[src/hdl/bgpfsm_pkg.sv]
// bgpfsm_pkg: shared types, codes and timer helpers for the bgp session controller
// no dependencies; used by bgpfsm_step, bgp_session_fsm and bgpfsm_checker
`timescale 1ns / 1ps

package bgpfsm_pkg;

	// event kinds
	localparam logic [1:0] CMD_START  = 2'd0;
	localparam logic [1:0] CMD_STOP   = 2'd1;
	localparam logic [1:0] CMD_PACKET = 2'd2;
	localparam logic [1:0] CMD_TICK   = 2'd3;

	// received packet kinds
	localparam logic [2:0] PK_OPEN      = 3'd0;
	localparam logic [2:0] PK_UPDATE    = 3'd1;
	localparam logic [2:0] PK_NOTIFY    = 3'd2;
	localparam logic [2:0] PK_KEEPALIVE = 3'd3;
	localparam logic [2:0] PK_OTHER     = 3'd4;

	// session states
	localparam logic [1:0] ST_IDLE         = 2'd0;
	localparam logic [1:0] ST_OPEN_SENT    = 2'd1;
	localparam logic [1:0] ST_OPEN_CONFIRM = 2'd2;
	localparam logic [1:0] ST_ESTABLISHED  = 2'd3;

	// notification codes and subcodes
	localparam logic [2:0] ERR_NONE  = 3'd0;
	localparam logic [2:0] ERR_OPEN  = 3'd2;
	localparam logic [2:0] ERR_HOLD  = 3'd4;
	localparam logic [2:0] ERR_FSM   = 3'd5;
	localparam logic [2:0] ERR_CEASE = 3'd6;

	localparam logic [2:0] SUB_NONE          = 3'd0;
	localparam logic [2:0] SUB_BAD_VERSION   = 3'd1;
	localparam logic [2:0] SUB_BAD_ROUTER_ID = 3'd3;
	localparam logic [2:0] SUB_BAD_HOLD      = 3'd6;
	localparam logic [2:0] SUB_FSM_OPEN_SENT = 3'd1;
	localparam logic [2:0] SUB_FSM_CONFIRM   = 3'd2;
	localparam logic [2:0] SUB_FSM_ESTAB     = 3'd3;

	// result status codes
	localparam logic [2:0] RS_OK          = 3'd0;
	localparam logic [2:0] RS_UPDATE      = 3'd1;
	localparam logic [2:0] RS_BAD_TYPE    = 3'd2;
	localparam logic [2:0] RS_BAD_VERSION = 3'd3;
	localparam logic [2:0] RS_INVALID     = 3'd4;

	// configuration register indexes
	localparam logic [1:0] CFG_LOCAL_AS   = 2'd0;
	localparam logic [1:0] CFG_LOCAL_HOLD = 2'd1;
	localparam logic [1:0] CFG_KEEPALIVE  = 2'd2;
	localparam logic [1:0] CFG_FOUR_BYTE  = 2'd3;

	// protocol constants
	localparam logic [7:0]  BGP_VERSION   = 8'd4;
	localparam logic [15:0] HOLD_MIN      = 16'd3;
	localparam logic [15:0] AS_TRANS      = 16'd23456;
	localparam logic [31:0] AS16_MAX      = 32'd65535;

	// register reset values
	localparam logic [31:0] RST_LOCAL_AS  = 32'd23456;
	localparam logic [15:0] RST_LOCAL_HLD = 16'd90;
	localparam logic [15:0] RST_KEEPALIVE = 16'd30;
	localparam logic        RST_FOUR_BYTE = 1'b1;

	// timer values are kept in milliseconds; 65535 s * 1000 fits in 26 bits
	localparam int MS_W = 26;
	localparam logic [MS_W-1:0] MS_PER_S = MS_W'(1000);
	localparam logic [MS_W-1:0] RST_HOLD_MS = MS_W'(90000);
	localparam logic [MS_W-1:0] RST_KA_MS   = MS_W'(30000);
	localparam logic [14:0]     RST_THIRD   = 15'd30;

	// floor(x / 3) for 16-bit x as (x * 43691) >> 17
	localparam logic [32:0] THIRD_RECIP = 33'd43691;
	localparam int          THIRD_SHIFT = 17;

	typedef struct packed {
		logic [1:0]  cmd;
		logic [2:0]  kind;
		logic [7:0]  version;
		logic [15:0] hold;
		logic [31:0] router_id;
		logic [31:0] as_num;
		logic [63:0] now;
	} item_t;

	typedef struct packed {
		logic [1:0]      sess;
		logic [31:0]     remote_as;
		logic [31:0]     remote_id;
		logic [MS_W-1:0] hold_ms;
		logic [MS_W-1:0] ka_ms;
		logic [63:0]     clock_now;
		logic [63:0]     last_heard;
		logic [63:0]     last_ka;
		logic            clock_valid;
	} sess_t;

	typedef struct packed {
		logic [31:0]     local_as;
		logic            four_byte;
		logic [MS_W-1:0] pl_ms;
		logic [MS_W-1:0] eff_pl_ms;
	} cfg_t;

	typedef struct packed {
		logic        send_open;
		logic        send_keepalive;
		logic        send_notify;
		logic [2:0]  notify_code;
		logic [2:0]  notify_subcode;
		logic        session_up;
		logic        session_down;
		logic [2:0]  result_status;
		logic [1:0]  state_after;
		logic [15:0] open_as_field;
		logic [31:0] peer_router_id;
		logic [31:0] peer_as_number;
	} result_t;

	// seconds to milliseconds
	function automatic logic [MS_W-1:0] ms_of(input logic [15:0] s);
		logic [MS_W-1:0] p;
		p = {{(MS_W-16){1'b0}}, s} * MS_PER_S;
		return p;
	endfunction

	// seconds divided by three
	function automatic logic [14:0] third_of(input logic [15:0] s);
		logic [32:0] p;
		p = {17'b0, s} * THIRD_RECIP;
		return p[THIRD_SHIFT+14:THIRD_SHIFT];
	endfunction

	// keepalive interval: the hold-derived value capped by the configured one, unless that is zero
	function automatic logic [MS_W-1:0] cap_ka(input logic [MS_W-1:0] third_ms,
			input logic [MS_W-1:0] ka_cfg_ms);
		logic [MS_W-1:0] r;
		if (ka_cfg_ms == '0 || third_ms < ka_cfg_ms) begin
			r = third_ms;
		end else begin
			r = ka_cfg_ms;
		end
		return r;
	endfunction

endpackage

[src/hdl/bgpfsm_step.sv]
// bgpfsm_step: next session state and result for one event
// depends on bgpfsm_pkg
`timescale 1ns / 1ps

module bgpfsm_step (
	input  bgpfsm_pkg::item_t             item,
	input  logic [bgpfsm_pkg::MS_W-1:0]   hold_ms,
	input  logic [bgpfsm_pkg::MS_W-1:0]   eff_in_ms,
	input  bgpfsm_pkg::cfg_t              cfg,
	input  bgpfsm_pkg::sess_t             st,
	output bgpfsm_pkg::sess_t             nx,
	output bgpfsm_pkg::result_t           res
);

	logic [2:0]  kind;
	logic        open_ok;
	logic [2:0]  open_sub;
	logic [2:0]  open_status;
	logic        no_hold;
	logic        sess_up;
	logic [63:0] heard_elapsed;
	logic [63:0] ka_elapsed;
	logic        hold_expired;
	logic        ka_due;

	// kinds above other fold onto other
	always_comb begin
		if (item.kind inside {[3'd5:3'd7]}) begin
			kind = bgpfsm_pkg::PK_OTHER;
		end else begin
			kind = item.kind;
		end
	end

	// open checks, in priority order
	always_comb begin
		open_ok = 1'b0;
		open_sub = bgpfsm_pkg::SUB_NONE;
		open_status = bgpfsm_pkg::RS_OK;
		if (item.version != bgpfsm_pkg::BGP_VERSION) begin
			open_sub = bgpfsm_pkg::SUB_BAD_VERSION;
			open_status = bgpfsm_pkg::RS_BAD_VERSION;
		end else if (item.hold != '0 && item.hold < bgpfsm_pkg::HOLD_MIN) begin
			open_sub = bgpfsm_pkg::SUB_BAD_HOLD;
			open_status = bgpfsm_pkg::RS_INVALID;
		end else if (item.router_id == '0) begin
			open_sub = bgpfsm_pkg::SUB_BAD_ROUTER_ID;
			open_status = bgpfsm_pkg::RS_INVALID;
		end else begin
			open_ok = 1'b1;
		end
	end

	// timers
	assign no_hold = (cfg.pl_ms == '0) || (item.hold == '0);
	assign sess_up = st.sess inside {bgpfsm_pkg::ST_OPEN_CONFIRM, bgpfsm_pkg::ST_ESTABLISHED};
	assign heard_elapsed = item.now - st.last_heard;
	assign ka_elapsed = item.now - st.last_ka;
	assign hold_expired = (st.hold_ms != '0) && sess_up &&
		(heard_elapsed > {{(64-bgpfsm_pkg::MS_W){1'b0}}, st.hold_ms});
	assign ka_due = sess_up && (st.ka_ms != '0) &&
		(ka_elapsed >= {{(64-bgpfsm_pkg::MS_W){1'b0}}, st.ka_ms});

	// event handling
	always_comb begin
		nx = st;
		res = '0;
		case (item.cmd)
			bgpfsm_pkg::CMD_START: begin
				if (st.sess == bgpfsm_pkg::ST_IDLE) begin
					nx.sess = bgpfsm_pkg::ST_OPEN_SENT;
					nx.remote_as = '0;
					nx.remote_id = '0;
					nx.hold_ms = cfg.pl_ms;
					nx.ka_ms = cfg.eff_pl_ms;
					nx.clock_valid = 1'b0;
					res.send_open = 1'b1;
				end
			end
			bgpfsm_pkg::CMD_STOP: begin
				if (st.sess != bgpfsm_pkg::ST_IDLE) begin
					res.send_notify = 1'b1;
					res.notify_code = bgpfsm_pkg::ERR_CEASE;
					res.notify_subcode = bgpfsm_pkg::SUB_NONE;
				end
				if (st.sess == bgpfsm_pkg::ST_ESTABLISHED) begin
					res.session_down = 1'b1;
				end
				nx.sess = bgpfsm_pkg::ST_IDLE;
				nx.clock_valid = 1'b0;
			end
			bgpfsm_pkg::CMD_PACKET: begin
				if (kind == bgpfsm_pkg::PK_NOTIFY) begin
					nx.sess = bgpfsm_pkg::ST_IDLE;
					if (st.sess == bgpfsm_pkg::ST_ESTABLISHED) begin
						nx.clock_valid = 1'b0;
						res.session_down = 1'b1;
					end
				end else if (kind == bgpfsm_pkg::PK_OPEN &&
						(st.sess == bgpfsm_pkg::ST_IDLE ||
						st.sess == bgpfsm_pkg::ST_OPEN_SENT)) begin
					// open received before confirm
					if (open_ok) begin
						nx.remote_as = item.as_num;
						nx.remote_id = item.router_id;
						if (no_hold) begin
							nx.hold_ms = '0;
							nx.ka_ms = '0;
						end else begin
							nx.hold_ms = (cfg.pl_ms < hold_ms) ? cfg.pl_ms : hold_ms;
							nx.ka_ms = (cfg.eff_pl_ms < eff_in_ms) ? cfg.eff_pl_ms : eff_in_ms;
						end
						nx.sess = bgpfsm_pkg::ST_OPEN_CONFIRM;
						nx.last_heard = '0;
						nx.last_ka = '0;
						nx.clock_valid = 1'b0;
						res.send_keepalive = 1'b1;
						res.send_open = (st.sess == bgpfsm_pkg::ST_IDLE);
					end else begin
						nx.sess = bgpfsm_pkg::ST_IDLE;
						res.send_notify = 1'b1;
						res.notify_code = bgpfsm_pkg::ERR_OPEN;
						res.notify_subcode = open_sub;
						res.result_status = open_status;
					end
				end else begin
					case (st.sess)
						bgpfsm_pkg::ST_IDLE: begin
							// stray traffic is dropped
						end
						bgpfsm_pkg::ST_OPEN_SENT: begin
							nx.sess = bgpfsm_pkg::ST_IDLE;
							res.send_notify = 1'b1;
							res.notify_code = bgpfsm_pkg::ERR_FSM;
							res.notify_subcode = bgpfsm_pkg::SUB_FSM_OPEN_SENT;
							res.result_status = bgpfsm_pkg::RS_BAD_TYPE;
						end
						bgpfsm_pkg::ST_OPEN_CONFIRM: begin
							if (kind == bgpfsm_pkg::PK_KEEPALIVE) begin
								if (st.clock_valid) begin
									nx.last_heard = st.clock_now;
								end
								nx.sess = bgpfsm_pkg::ST_ESTABLISHED;
								res.session_up = 1'b1;
							end else begin
								nx.sess = bgpfsm_pkg::ST_IDLE;
								nx.clock_valid = 1'b0;
								res.send_notify = 1'b1;
								res.notify_code = bgpfsm_pkg::ERR_FSM;
								res.notify_subcode = bgpfsm_pkg::SUB_FSM_CONFIRM;
								res.result_status = bgpfsm_pkg::RS_BAD_TYPE;
							end
						end
						default: begin
							// established
							if (kind == bgpfsm_pkg::PK_KEEPALIVE ||
									kind == bgpfsm_pkg::PK_UPDATE) begin
								if (st.clock_valid) begin
									nx.last_heard = st.clock_now;
								end
								if (kind == bgpfsm_pkg::PK_UPDATE) begin
									res.result_status = bgpfsm_pkg::RS_UPDATE;
								end
							end else begin
								nx.sess = bgpfsm_pkg::ST_IDLE;
								nx.clock_valid = 1'b0;
								res.send_notify = 1'b1;
								res.notify_code = bgpfsm_pkg::ERR_FSM;
								res.notify_subcode = bgpfsm_pkg::SUB_FSM_ESTAB;
								res.result_status = bgpfsm_pkg::RS_BAD_TYPE;
								res.session_down = 1'b1;
							end
						end
					endcase
				end
			end
			default: begin
				// tick
				if (!st.clock_valid) begin
					nx.clock_now = item.now;
					nx.last_heard = item.now;
					nx.last_ka = item.now;
					nx.clock_valid = 1'b1;
				end else begin
					nx.clock_now = item.now;
					if (hold_expired) begin
						nx.sess = bgpfsm_pkg::ST_IDLE;
						nx.clock_valid = 1'b0;
						res.send_notify = 1'b1;
						res.notify_code = bgpfsm_pkg::ERR_HOLD;
						res.notify_subcode = bgpfsm_pkg::SUB_NONE;
						res.session_down = 1'b1;
					end else if (ka_due) begin
						res.send_keepalive = 1'b1;
						nx.last_ka = item.now;
					end
				end
			end
		endcase

		// fields reported with every result; the open AS field only with an open send
		if (res.send_open) begin
			if (cfg.four_byte && cfg.local_as > bgpfsm_pkg::AS16_MAX) begin
				res.open_as_field = bgpfsm_pkg::AS_TRANS;
			end else begin
				res.open_as_field = cfg.local_as[15:0];
			end
		end
		res.state_after = nx.sess;
		res.peer_router_id = nx.remote_id;
		res.peer_as_number = nx.remote_as;
	end

endmodule

[src/hdl/bgp_session_fsm.sv]
// bgp_session_fsm: top level of the bgp session controller
// depends on bgpfsm_pkg and bgpfsm_step
// a result is registered after its item passes the input register, the two timer-prep stages
// and the session update stage; throughput: one item per cycle while results are taken
// reset: arst_n clears the session to idle and the clock and timestamps to zero, and sets
// the hold and keepalive intervals and the configuration registers to their defaults;
// derived timer values are registered from the configuration registers
`timescale 1ns / 1ps

module bgp_session_fsm (
	input  logic         clk,
	input  logic         arst_n,
	// configuration writes
	input  logic         cfg_we,
	input  logic [1:0]   cfg_index,
	input  logic [31:0]  cfg_data,
	// event items
	input  logic         s_axis_tvalid,
	output logic         s_axis_tready,
	// open_version, open_hold_seconds, open_router_id, open_as_number, now_ms
	input  logic [151:0] s_axis_tdata,
	// cmd, packet_kind
	input  logic [4:0]   s_axis_tuser,
	// result items
	output logic         m_axis_tvalid,
	input  logic         m_axis_tready,
	// send_open, send_keepalive, send_notify, notify_code, notify_subcode, session_up,
	// session_down, result_status, state_after, open_as_field, peer_router_id,
	// peer_as_number
	output logic [95:0]  m_axis_tdata
);

	localparam int MS_W = bgpfsm_pkg::MS_W;

	logic [31:0]     local_as_q;
	logic [15:0]     local_hold_q;
	logic [15:0]     keepalive_q;
	logic            four_byte_q;
	logic [MS_W-1:0] pl_ms_q;
	logic [14:0]     pl_third_q;
	logic [MS_W-1:0] ka_cfg_ms_q;
	logic [MS_W-1:0] eff_pl_ms_q;
	logic [14:0]     pl_third_min;

	bgpfsm_pkg::item_t   item_in;
	bgpfsm_pkg::item_t   item_s1;
	bgpfsm_pkg::item_t   item_s2;
	bgpfsm_pkg::item_t   item_s3;
	logic                v_s1;
	logic                v_s2;
	logic                v_s3;
	logic [MS_W-1:0]     hold_ms_s2;
	logic [14:0]         third_s2;
	logic [MS_W-1:0]     hold_ms_s3;
	logic [MS_W-1:0]     eff_in_ms_s3;
	logic [14:0]         third_min;

	bgpfsm_pkg::sess_t   st_q;
	bgpfsm_pkg::sess_t   st_nx;
	bgpfsm_pkg::cfg_t    cfg;
	bgpfsm_pkg::result_t res_nx;
	bgpfsm_pkg::result_t out_q;
	logic                out_v_q;

	logic acc;
	logic adv1;
	logic adv2;
	logic adv3;
	logic free1;
	logic free2;
	logic free3;

	// configuration registers
	always_ff @(posedge clk or negedge arst_n) begin
		if (!arst_n) begin
			local_as_q <= bgpfsm_pkg::RST_LOCAL_AS;
			local_hold_q <= bgpfsm_pkg::RST_LOCAL_HLD;
			keepalive_q <= bgpfsm_pkg::RST_KEEPALIVE;
			four_byte_q <= bgpfsm_pkg::RST_FOUR_BYTE;
		end else if (cfg_we) begin
			case (cfg_index)
				bgpfsm_pkg::CFG_LOCAL_AS:   local_as_q <= cfg_data;
				bgpfsm_pkg::CFG_LOCAL_HOLD: local_hold_q <= cfg_data[15:0];
				bgpfsm_pkg::CFG_KEEPALIVE:  keepalive_q <= cfg_data[15:0];
				default:                    four_byte_q <= cfg_data[0];
			endcase
		end
	end

	// local hold and keepalive in milliseconds, registered from the configuration registers
	assign pl_third_min = (pl_third_q == '0) ? 15'd1 : pl_third_q;

	always_ff @(posedge clk or negedge arst_n) begin
		if (!arst_n) begin
			pl_ms_q <= bgpfsm_pkg::RST_HOLD_MS;
			pl_third_q <= bgpfsm_pkg::RST_THIRD;
			ka_cfg_ms_q <= bgpfsm_pkg::RST_KA_MS;
			eff_pl_ms_q <= bgpfsm_pkg::RST_KA_MS;
		end else begin
			pl_ms_q <= bgpfsm_pkg::ms_of(local_hold_q);
			pl_third_q <= bgpfsm_pkg::third_of(local_hold_q);
			ka_cfg_ms_q <= bgpfsm_pkg::ms_of(keepalive_q);
			if (local_hold_q == '0) begin
				eff_pl_ms_q <= '0;
			end else begin
				eff_pl_ms_q <= bgpfsm_pkg::cap_ka(bgpfsm_pkg::ms_of({1'b0, pl_third_min}),
					ka_cfg_ms_q);
			end
		end
	end

	assign cfg.local_as = local_as_q;
	assign cfg.four_byte = four_byte_q;
	assign cfg.pl_ms = pl_ms_q;
	assign cfg.eff_pl_ms = eff_pl_ms_q;

	// input unpacking
	assign item_in.cmd = s_axis_tuser[1:0];
	assign item_in.kind = s_axis_tuser[4:2];
	assign item_in.version = s_axis_tdata[7:0];
	assign item_in.hold = s_axis_tdata[23:8];
	assign item_in.router_id = s_axis_tdata[55:24];
	assign item_in.as_num = s_axis_tdata[87:56];
	assign item_in.now = s_axis_tdata[151:88];

	// pipeline flow: each stage moves when the next one has room
	assign adv3 = v_s3 && (!out_v_q || m_axis_tready);
	assign free3 = !v_s3 || adv3;
	assign adv2 = v_s2 && free3;
	assign free2 = !v_s2 || adv2;
	assign adv1 = v_s1 && free2;
	assign free1 = !v_s1 || adv1;
	assign s_axis_tready = free1;
	assign acc = s_axis_tvalid && free1;

	always_ff @(posedge clk or negedge arst_n) begin
		if (!arst_n) begin
			v_s1 <= 1'b0;
			v_s2 <= 1'b0;
			v_s3 <= 1'b0;
			out_v_q <= 1'b0;
		end else begin
			if (acc) begin
				v_s1 <= 1'b1;
			end else if (adv1) begin
				v_s1 <= 1'b0;
			end
			if (adv1) begin
				v_s2 <= 1'b1;
			end else if (adv2) begin
				v_s2 <= 1'b0;
			end
			if (adv2) begin
				v_s3 <= 1'b1;
			end else if (adv3) begin
				v_s3 <= 1'b0;
			end
			if (adv3) begin
				out_v_q <= 1'b1;
			end else if (m_axis_tready) begin
				out_v_q <= 1'b0;
			end
		end
	end

	// stage 1: input register
	always_ff @(posedge clk) begin
		if (acc) begin
			item_s1 <= item_in;
		end
	end

	// stage 2: peer hold time in ms and a third of it
	always_ff @(posedge clk) begin
		if (adv1) begin
			item_s2 <= item_s1;
			hold_ms_s2 <= bgpfsm_pkg::ms_of(item_s1.hold);
			third_s2 <= bgpfsm_pkg::third_of(item_s1.hold);
		end
	end

	// stage 3: keepalive interval the peer hold time would give, capped by the configured keepalive
	assign third_min = (third_s2 == '0) ? 15'd1 : third_s2;

	always_ff @(posedge clk) begin
		if (adv2) begin
			item_s3 <= item_s2;
			hold_ms_s3 <= hold_ms_s2;
			if (item_s2.hold == '0) begin
				eff_in_ms_s3 <= '0;
			end else begin
				eff_in_ms_s3 <= bgpfsm_pkg::cap_ka(bgpfsm_pkg::ms_of({1'b0, third_min}),
					ka_cfg_ms_q);
			end
		end
	end

	// session update
	bgpfsm_step u_step (
		.item      (item_s3),
		.hold_ms   (hold_ms_s3),
		.eff_in_ms (eff_in_ms_s3),
		.cfg       (cfg),
		.st        (st_q),
		.nx        (st_nx),
		.res       (res_nx)
	);

	always_ff @(posedge clk or negedge arst_n) begin
		if (!arst_n) begin
			st_q.sess <= bgpfsm_pkg::ST_IDLE;
			st_q.remote_as <= '0;
			st_q.remote_id <= '0;
			st_q.hold_ms <= bgpfsm_pkg::RST_HOLD_MS;
			st_q.ka_ms <= bgpfsm_pkg::RST_KA_MS;
			st_q.clock_now <= '0;
			st_q.last_heard <= '0;
			st_q.last_ka <= '0;
			st_q.clock_valid <= 1'b0;
		end else if (adv3) begin
			st_q <= st_nx;
		end
	end

	// result register
	always_ff @(posedge clk) begin
		if (adv3) begin
			out_q <= res_nx;
		end
	end

	assign m_axis_tvalid = out_v_q;
	assign m_axis_tdata = {out_q.peer_as_number, out_q.peer_router_id, out_q.open_as_field,
		out_q.state_after, out_q.result_status, out_q.session_down, out_q.session_up,
		out_q.notify_subcode, out_q.notify_code, out_q.send_notify, out_q.send_keepalive,
		out_q.send_open};

endmodule

[config.mk]
export PLATFORM = sky130hd
export DESIGN_NAME = bgp_session_fsm
export DESIGN_NICKNAME = d
export VERILOG_FILES = /design/src/hdl/bgpfsm_pkg.sv /design/src/hdl/bgpfsm_step.sv /design/src/hdl/bgp_session_fsm.sv
export SDC_FILE = /design/constraint.sdc
export NUM_CORES = 2
export LEC_CHECK = 0
export ABC_AREA = 1
export BUFFER_PORTS_ARGS = -buffer_cell sky130_fd_sc_hd__buf_2
export CAP_MARGIN = 20
export CORE_ASPECT_RATIO = 1.2
export CORE_MARGIN = 5
export CORE_UTILIZATION = 45
export CTS_CLUSTER_DIAMETER = 50
export CTS_CLUSTER_SIZE = 12
export DETAILED_ROUTE_END_ITERATION = 8
export PLACE_DENSITY = 0.71
export SYNTH_ARGS = -nofsm -noshare
export SYNTH_HDL_FRONTEND = slang
export SYNTH_SLANG_ARGS = --single-unit
export TNS_END_PERCENT = 10
[constraint.sdc]
create_clock -name clk -period 11.1 [get_ports clk]
set_input_delay 3.33 -clock clk [delete_from_list [all_inputs] [get_ports clk]]
set_output_delay 3.33 -clock clk [all_outputs]
set_load 0.02 [all_outputs]
# Word level (Yosys, flattened, before mapping)
# Cells that the tools add are included.
[op_classes]
add_sub_neg = 2
n_mul = 7
magnitude_cmp = 10
n_eq_ne = 27
mux = 96
bitwise = 6
n_reduce_logical = 65
[op_table]
columns = ["op", "count"]
rows = [
  ["$mux 64", 8],
  ["$mux 116", 3],
  ["$pmux 128 s2", 1],
  ["$pmux 116 s2", 1],
  ["$mux 129", 1],
  ["$mux 128", 1],
  ["$pmux 64 s2", 1],
  ["$sub 64x64->64", 2],
  ["$mux 118", 1],
  ["$mux 26", 4],
  ["$mul 16x7->23 const B", 3],
  ["$mux 65", 1],
  ["$ge 64x26->1", 1],
  ["$gt 64x26->1", 1],
  ["$mul 16x16->32 const B", 2],
  ["$logic_not 26->1", 2],
  ["$lt 25x26->1", 2],
  ["$lt 26x26->1", 2],
  ["$mux 52", 1],
  ["$reduce_bool 26->1", 2],
  ["$logic_not 16->1", 3],
  ["$mux 15", 3],
  ["$mul 15x7->22 const B", 2],
  ["$mux 7", 6],
  ["other kinds (47)", 159],
]
[word_totals]
register_bits = 1118
input_bits = 196
out_inout_bits = 98

# Depth between registers and ports, before layout
[depth]
word_depth = 12
depth_mapped = 39

# Modules after synthesis
# Synthesis repeated with hierarchy kept, for this count alone.
[unflattened]
cells_unflattened = 10379
hier_area_um2 = 85305.6
[modules_own_cells]
columns = ["module", "instances", "cells_per_inst", "area_per_inst_um2"]
rows = [
  ["bgp_session_fsm", 1, 5335, 60759.5],
  ["bgpfsm_step", 1, 5044, 24546.0],
]

# Worst setup path before layout
# OpenSTA, ideal clock, no wires.
[synth_path]
kind = "input to register"
from = "in m_axis_tready"
to = "reg item_s1[0] in the netlist's numbering, enable pin"
setup_time_ps = 679
t_arrival_ps = 10187
required_ps = 10421
slack_ps = 233
cell_stages = 6
path_cell_list = "nor2_1 > nand2_1 > nor2_1 > inv_1 > nor2_1 > nor2_1"
[synth_via]
elab_chain_cells = 8
[synth_lines]
columns = ["item", "line", "source"]
rows = [
  ["from (decl)", "bgp_session_fsm.sv:26", "input logic m_axis_tready,"],
  ["$logic_or 1x1->1", "bgp_session_fsm.sv:127", "assign adv3 = v_s3 && (!out_v_q || m_axis_tready);"],
  ["$logic_and 1x1->1", "bgp_session_fsm.sv:127", ""],
  ["$logic_or 1x1->1", "bgp_session_fsm.sv:128", "assign free3 = !v_s3 || adv3;"],
  ["$logic_and 1x1->1", "bgp_session_fsm.sv:129", "assign adv2 = v_s2 && free3;"],
  ["$logic_or 1x1->1", "bgp_session_fsm.sv:130", "assign free2 = !v_s2 || adv2;"],
  ["$logic_and 1x1->1", "bgp_session_fsm.sv:131", "assign adv1 = v_s1 && free2;"],
  ["$logic_or 1x1->1", "bgp_session_fsm.sv:132", "assign free1 = !v_s1 || adv1;"],
  ["$logic_and 1x1->1", "bgp_session_fsm.sv:134", "assign acc = s_axis_tvalid && free1;"],
  ["net acc", "bgp_session_fsm.sv:65", "logic acc;"],
  ["to (signal assigned)", "bgp_session_fsm.sv:169", "item_s1 <= item_in;"],
  ["to (decl)", "bgp_session_fsm.sv:46", "bgpfsm_pkg::item_t item_s1;"],
]
# The timed path passes the listed nets, and every way through them passes these cells.
# A chain may end at the register's enable or synchronous reset.

# Final worst setup path
[layout_path]
from = "reg pl_third_q[4]"
to = "reg eff_pl_ms_q[23]"
[layout_via]
elab_chain_cells = 7
[layout_lines]
columns = ["item", "line", "source"]
rows = [
  ["from (decl)", "bgp_session_fsm.sv:40", "logic [14:0] pl_third_q;"],
  ["from (signal assigned)", "bgp_session_fsm.sv:96", "pl_third_q <= bgpfsm_pkg::RST_THIRD;"],
  ["from (signal assigned)", "bgp_session_fsm.sv:101", "pl_third_q <= bgpfsm_pkg::third_of(local_hold_q);"],
  ["$logic_not 15->1", "bgp_session_fsm.sv:91", "assign pl_third_min = (pl_third_q == '0) ? 15'd1 : pl_third_q;"],
  ["$mux 15 (*)", "bgp_session_fsm.sv:91", ""],
  ["$mul 15x7->22 (*)", "bgpfsm_pkg.sv:124", "p = {{(MS_W-16){1'b0}}, s} * MS_PER_S;"],
  ["$lt 25x26->1", "bgpfsm_pkg.sv:139", "if (ka_cfg_ms == '0 || third_ms < ka_cfg_ms) begin"],
  ["$logic_or 1x1->1", "bgpfsm_pkg.sv:139", ""],
  ["$mux 26 (*)", "bgpfsm_pkg.sv:139", ""],
  ["$mux 26 (*)", "bgp_session_fsm.sv:103", "if (local_hold_q == '0) begin"],
  ["to (signal assigned)", "bgp_session_fsm.sv:98", "eff_pl_ms_q <= bgpfsm_pkg::RST_KA_MS;"],
  ["to (signal assigned)", "bgp_session_fsm.sv:106", "eff_pl_ms_q <= bgpfsm_pkg::cap_ka(bgpfsm_pkg::ms_of({1'b0, pl_third_min}),"],
  ["to (decl)", "bgp_session_fsm.sv:42", "logic [MS_W-1:0] eff_pl_ms_q;"],
]
# Mark *: on every way between the ends. The rest lies on a longest branch, timed or not.

==> summary.log <==
INFO  status         run_status=complete, no violations
INFO  final_layout   final_nets=10436
INFO  synth          synthesis.yosys.warnings=0
INFO  detailed_routing routed-via-count=59407
INFO  sta            timing.final.setup_violations=0
INFO  final_layout   most-common-layout-cells=sky130_fd_sc_hd__inv_1 (1938), sky130_fd_sc_hd__nand2_1 (1920), sky130_fd_sc_hd__ha_1 (780), sky130_fd_sc_hd__edfxtp_1 (647), sky130_fd_sc_hd__nor2_1 (541)
INFO  worst_setup_path timing_worst_setup_path_type=reg -> reg
INFO  die            core_area=172000um2
INFO  worst_setup_path crit_path_max_incr_delay=0.66ns
INFO  die            floorplan.rows=167
INFO  sta            clock.fmax=123MHz
INFO  global_routing grt_antenna_before_repair=19
INFO  worst_setup_path worst_setup_path_end_kind=flop
INFO  clock_tree     clk-insertion-delay-late=0.84ns
INFO  die            design.portCount=294
INFO  detailed_routing wl_per_cell=20.0um
INFO  synth          synth_sequential_area_ratio=39.9%
INFO  clock_tree     clock_sink_count=1105
INFO  clock_tree     hold_buffers=0
INFO  clock_tree     quantity_of_gates_resized_following_cts=0
INFO  clock_tree     cts_setup_buffers=0
INFO  sta            period_minus_slack=8.16ns
INFO  global_routing grt_start_max_net_pins=189
INFO  clock_tree     root_buffer=sky130_fd_sc_hd__clkbuf_16
INFO  sta            rsz0062_at_grt=no
INFO  sta            period_share=73.5%
INFO  synth          yosys.cell_types.count=59
INFO  detailed_routing drt_pass1_iterations=7
INFO  detailed_routing remaining_drcs=0
INFO  worst_setup_path worstPathRequired=11.80ns
INFO  clock_tree     cts_buf_count=131
INFO  synth          share_of_synthesized_flip_flops_with_an_asynchronous_set_or_reset=41.4%
INFO  final_layout   post_route_cells_drive_above_1_share=7.36%
INFO  sta            timing.final.max_slew_violations=0
INFO  sta            relSlewSlack=29.3%
INFO  die            initial_core_util=45.1%
INFO  worst_setup_path critPathLaunchType=flop
INFO  placement      buffer_ports.inserted=293
INFO  placement      detailed_place_hpwl=183mm
INFO  die            die_boundary_height=465um
INFO  placement      finalWeightedCongestion=1.01
INFO  synth          yosys.area.top_type=sky130_fd_sc_hd__edfxtp_1
INFO  clock_tree     clk_path_buf_depth=3
INFO  synth          syn_area=77600um2
INFO  clock_tree     ctsHtreeMaxLevel=4
INFO  clock_tree     cts.reportedPaths.clkPinSlew=0.06ns
INFO  synth          syn-mean-instance-area=8.90um2
INFO  detailed_routing detail_route.iter0.violations=4562
INFO  worst_setup_path timing.critical_path.arrival=8.86ns
INFO  detailed_routing vias_per_cell=5.19
INFO  sta            finalClockSkew=0.0807ns
INFO  global_routing grt_remaining_overflow=0
INFO  worst_hold_path timing.hold.worst.class=reg -> reg
INFO  global_routing wire_length_of_the_first_global_routing_pass=348mm
INFO  sta            finalHoldWorstSlack=0.408ns
INFO  detailed_routing route.final.wire_length=229mm
INFO  sta            hold_viol_final=0
INFO  synth          yosys_most_used_dff=sky130_fd_sc_hd__edfxtp_1
INFO  flow_run       drv.max_cap_violation_count=0
INFO  worst_setup_path critical_path_peak_fanout=29
INFO  synth          synth_seq_cells=1105
INFO  worst_setup_path cell_with_the_biggest_individual_delay_on_the_critical_path=sky130_fd_sc_hd__inv_1
INFO  detailed_routing antenna_violating_nets_post_route=0
INFO  synth          synth.area.top_cells=sky130_fd_sc_hd__edfxtp_1 (25%), sky130_fd_sc_hd__dfrtp_1 (13%), sky130_fd_sc_hd__ha_1 (13%), sky130_fd_sc_hd__fa_1 (11%), sky130_fd_sc_hd__inv_1 (9.4%)
INFO  die            die_area=181000um2
INFO  final_layout   layout.cells.most_common=sky130_fd_sc_hd__inv_1
INFO  clock_tree     tritoncts_clock_tree=yes
INFO  die            die_width=389um
INFO  synth          synth_top_cell_area_share=25.0%
INFO  global_routing grt_pass1_vias=59515
INFO  final_layout   syn2layout_area_growth=11.0%
INFO  synth          synthCells=8718
INFO  global_routing grt_use_total=25.0%
INFO  final_layout   num-fill-cells=15930
INFO  synth          synth_enable_flop_cells=647
INFO  sta            tightestPinTransition=1.06ns
INFO  sta            final.setup.tns=0ns
## worst max-delay path, delay by kind of cell (launching register included)
kind	cells	cell delay [ns]
AO/OA/AOI/OAI	5	0.97
buffers and inverters	6	0.94
XOR/XNOR	1	0.25
adder cells (fa/ha/maj)	7	2.86
flip-flops	1	0.54
AND/OR/NAND/NOR	14	2.49
## flip-flops by register name, indices dropped and copies added (netlist names), 16 cells and up
register and cells:
st_q 305, item_s1 157, item_s2 157, item_s3 157
m_axis_tdata 96, local_as_q 32, eff_in_ms_s3 23, eff_pl_ms_q 23
ka_cfg_ms_q 23, pl_ms_q 23, hold_ms_s2 21, hold_ms_s3 21
keepalive_q 16, local_hold_q 16
## logic make-up after synthesis
| logic type | after synthesis | synth area share (%) |
|---|---|---|
| other cells | 1 | 0.00483 |
| simple gates | 2988 | 15.9 |
| fa+ha+maj | 1204 | 23.5 |
| xor+xnor | 184 | 2.08 |
| mux | 18 | 0.261 |
| flops | 1105 | 39.9 |
| buf+inv | 2098 | 10.3 |
| compound gates | 1120 | 8.05 |
## final timing paths
check / start / endpoint / slack (ns) / depth (start not counted)
setup / recovery: pl_third_q[4] / eff_pl_ms_q[23] / 2.94 / 33
hold / removal: hold_ms_s2[6] / hold_ms_s3[6] / 0.41 / 0
setup reg to reg: pl_third_q[4] / eff_pl_ms_q[23] / 2.94 / 33
hold reg to reg: hold_ms_s2[6] / hold_ms_s3[6] / 0.41 / 0
max in group asynchronous: arst_n / keepalive_q[11] / 6.44 / 3
min in group asynchronous: arst_n / st_q[161] / 2.59 / 1
## final cells by class
| class | count | area (um2) | area share (%) |
|---|---|---|---|
| clock inverters | 57 | 833 | 0.968 |
| inverters | 1948 | 7330 | 8.51 |
| diodes | 11 | 27.5 | 0.0320 |
| flip-flops and latches | 1105 | 31000 | 36.0 |
| repair buffers | 334 | 1850 | 2.15 |
| clock buffers | 187 | 3520 | 4.09 |
| multi-input cells | 5516 | 38700 | 45.0 |
| well taps | 2281 | 2850 | 3.31 |
## per-stage QoR
step,cell area [um2],setup WS (ns),cells,utilization [%]
4_1_cts,86100,2.95,11427,50.0
6_report,86100,2.94,11439,50.1
3_3_place_gp,81700,3.02,11182,47.5
3_5_place_dp,81700,2.98,11183,47.5
5_1_grt,86100,2.12,11434,50.1
2_1_floorplan,77600,0.233,8719,-
## synthesized netlist by cell type (all sizes together) (4+ instances only)
library cell / number
inv: 1946
buf: 43
o211ai: 16
a31oi: 34
clkbuf: 107
o22ai: 63
a21oi: 443
a211oi: 73
a21boi: 11
nand4: 137
o21a: 29
nor2: 557
a22oi: 4
xnor2: 51
nand3b: 33
nand3: 201
and3: 4
mux2: 18
o21bai: 24
dfrtp: 399
and2: 9
o21ai: 388
o221ai: 8
a21o: 8
nor4: 48
o31ai: 10
nor3: 43
nand2: 1931
edfxtp: 647
or2: 20
dfstp: 59
xor2: 133
ha: 780
fa: 424
## layer usage
metal,share of wire [%],up-vias,track usage (%)
met2,49,1871,43.6
li1,-,28454,-
met5,0.0039,-,0
met4,5.1,2,11.0
met1,40,28599,31.1
met3,5.2,481,3.29
Power is not shown: default switching activity piles up to over one toggle a cycle in this logic, so the estimate is an artifact.
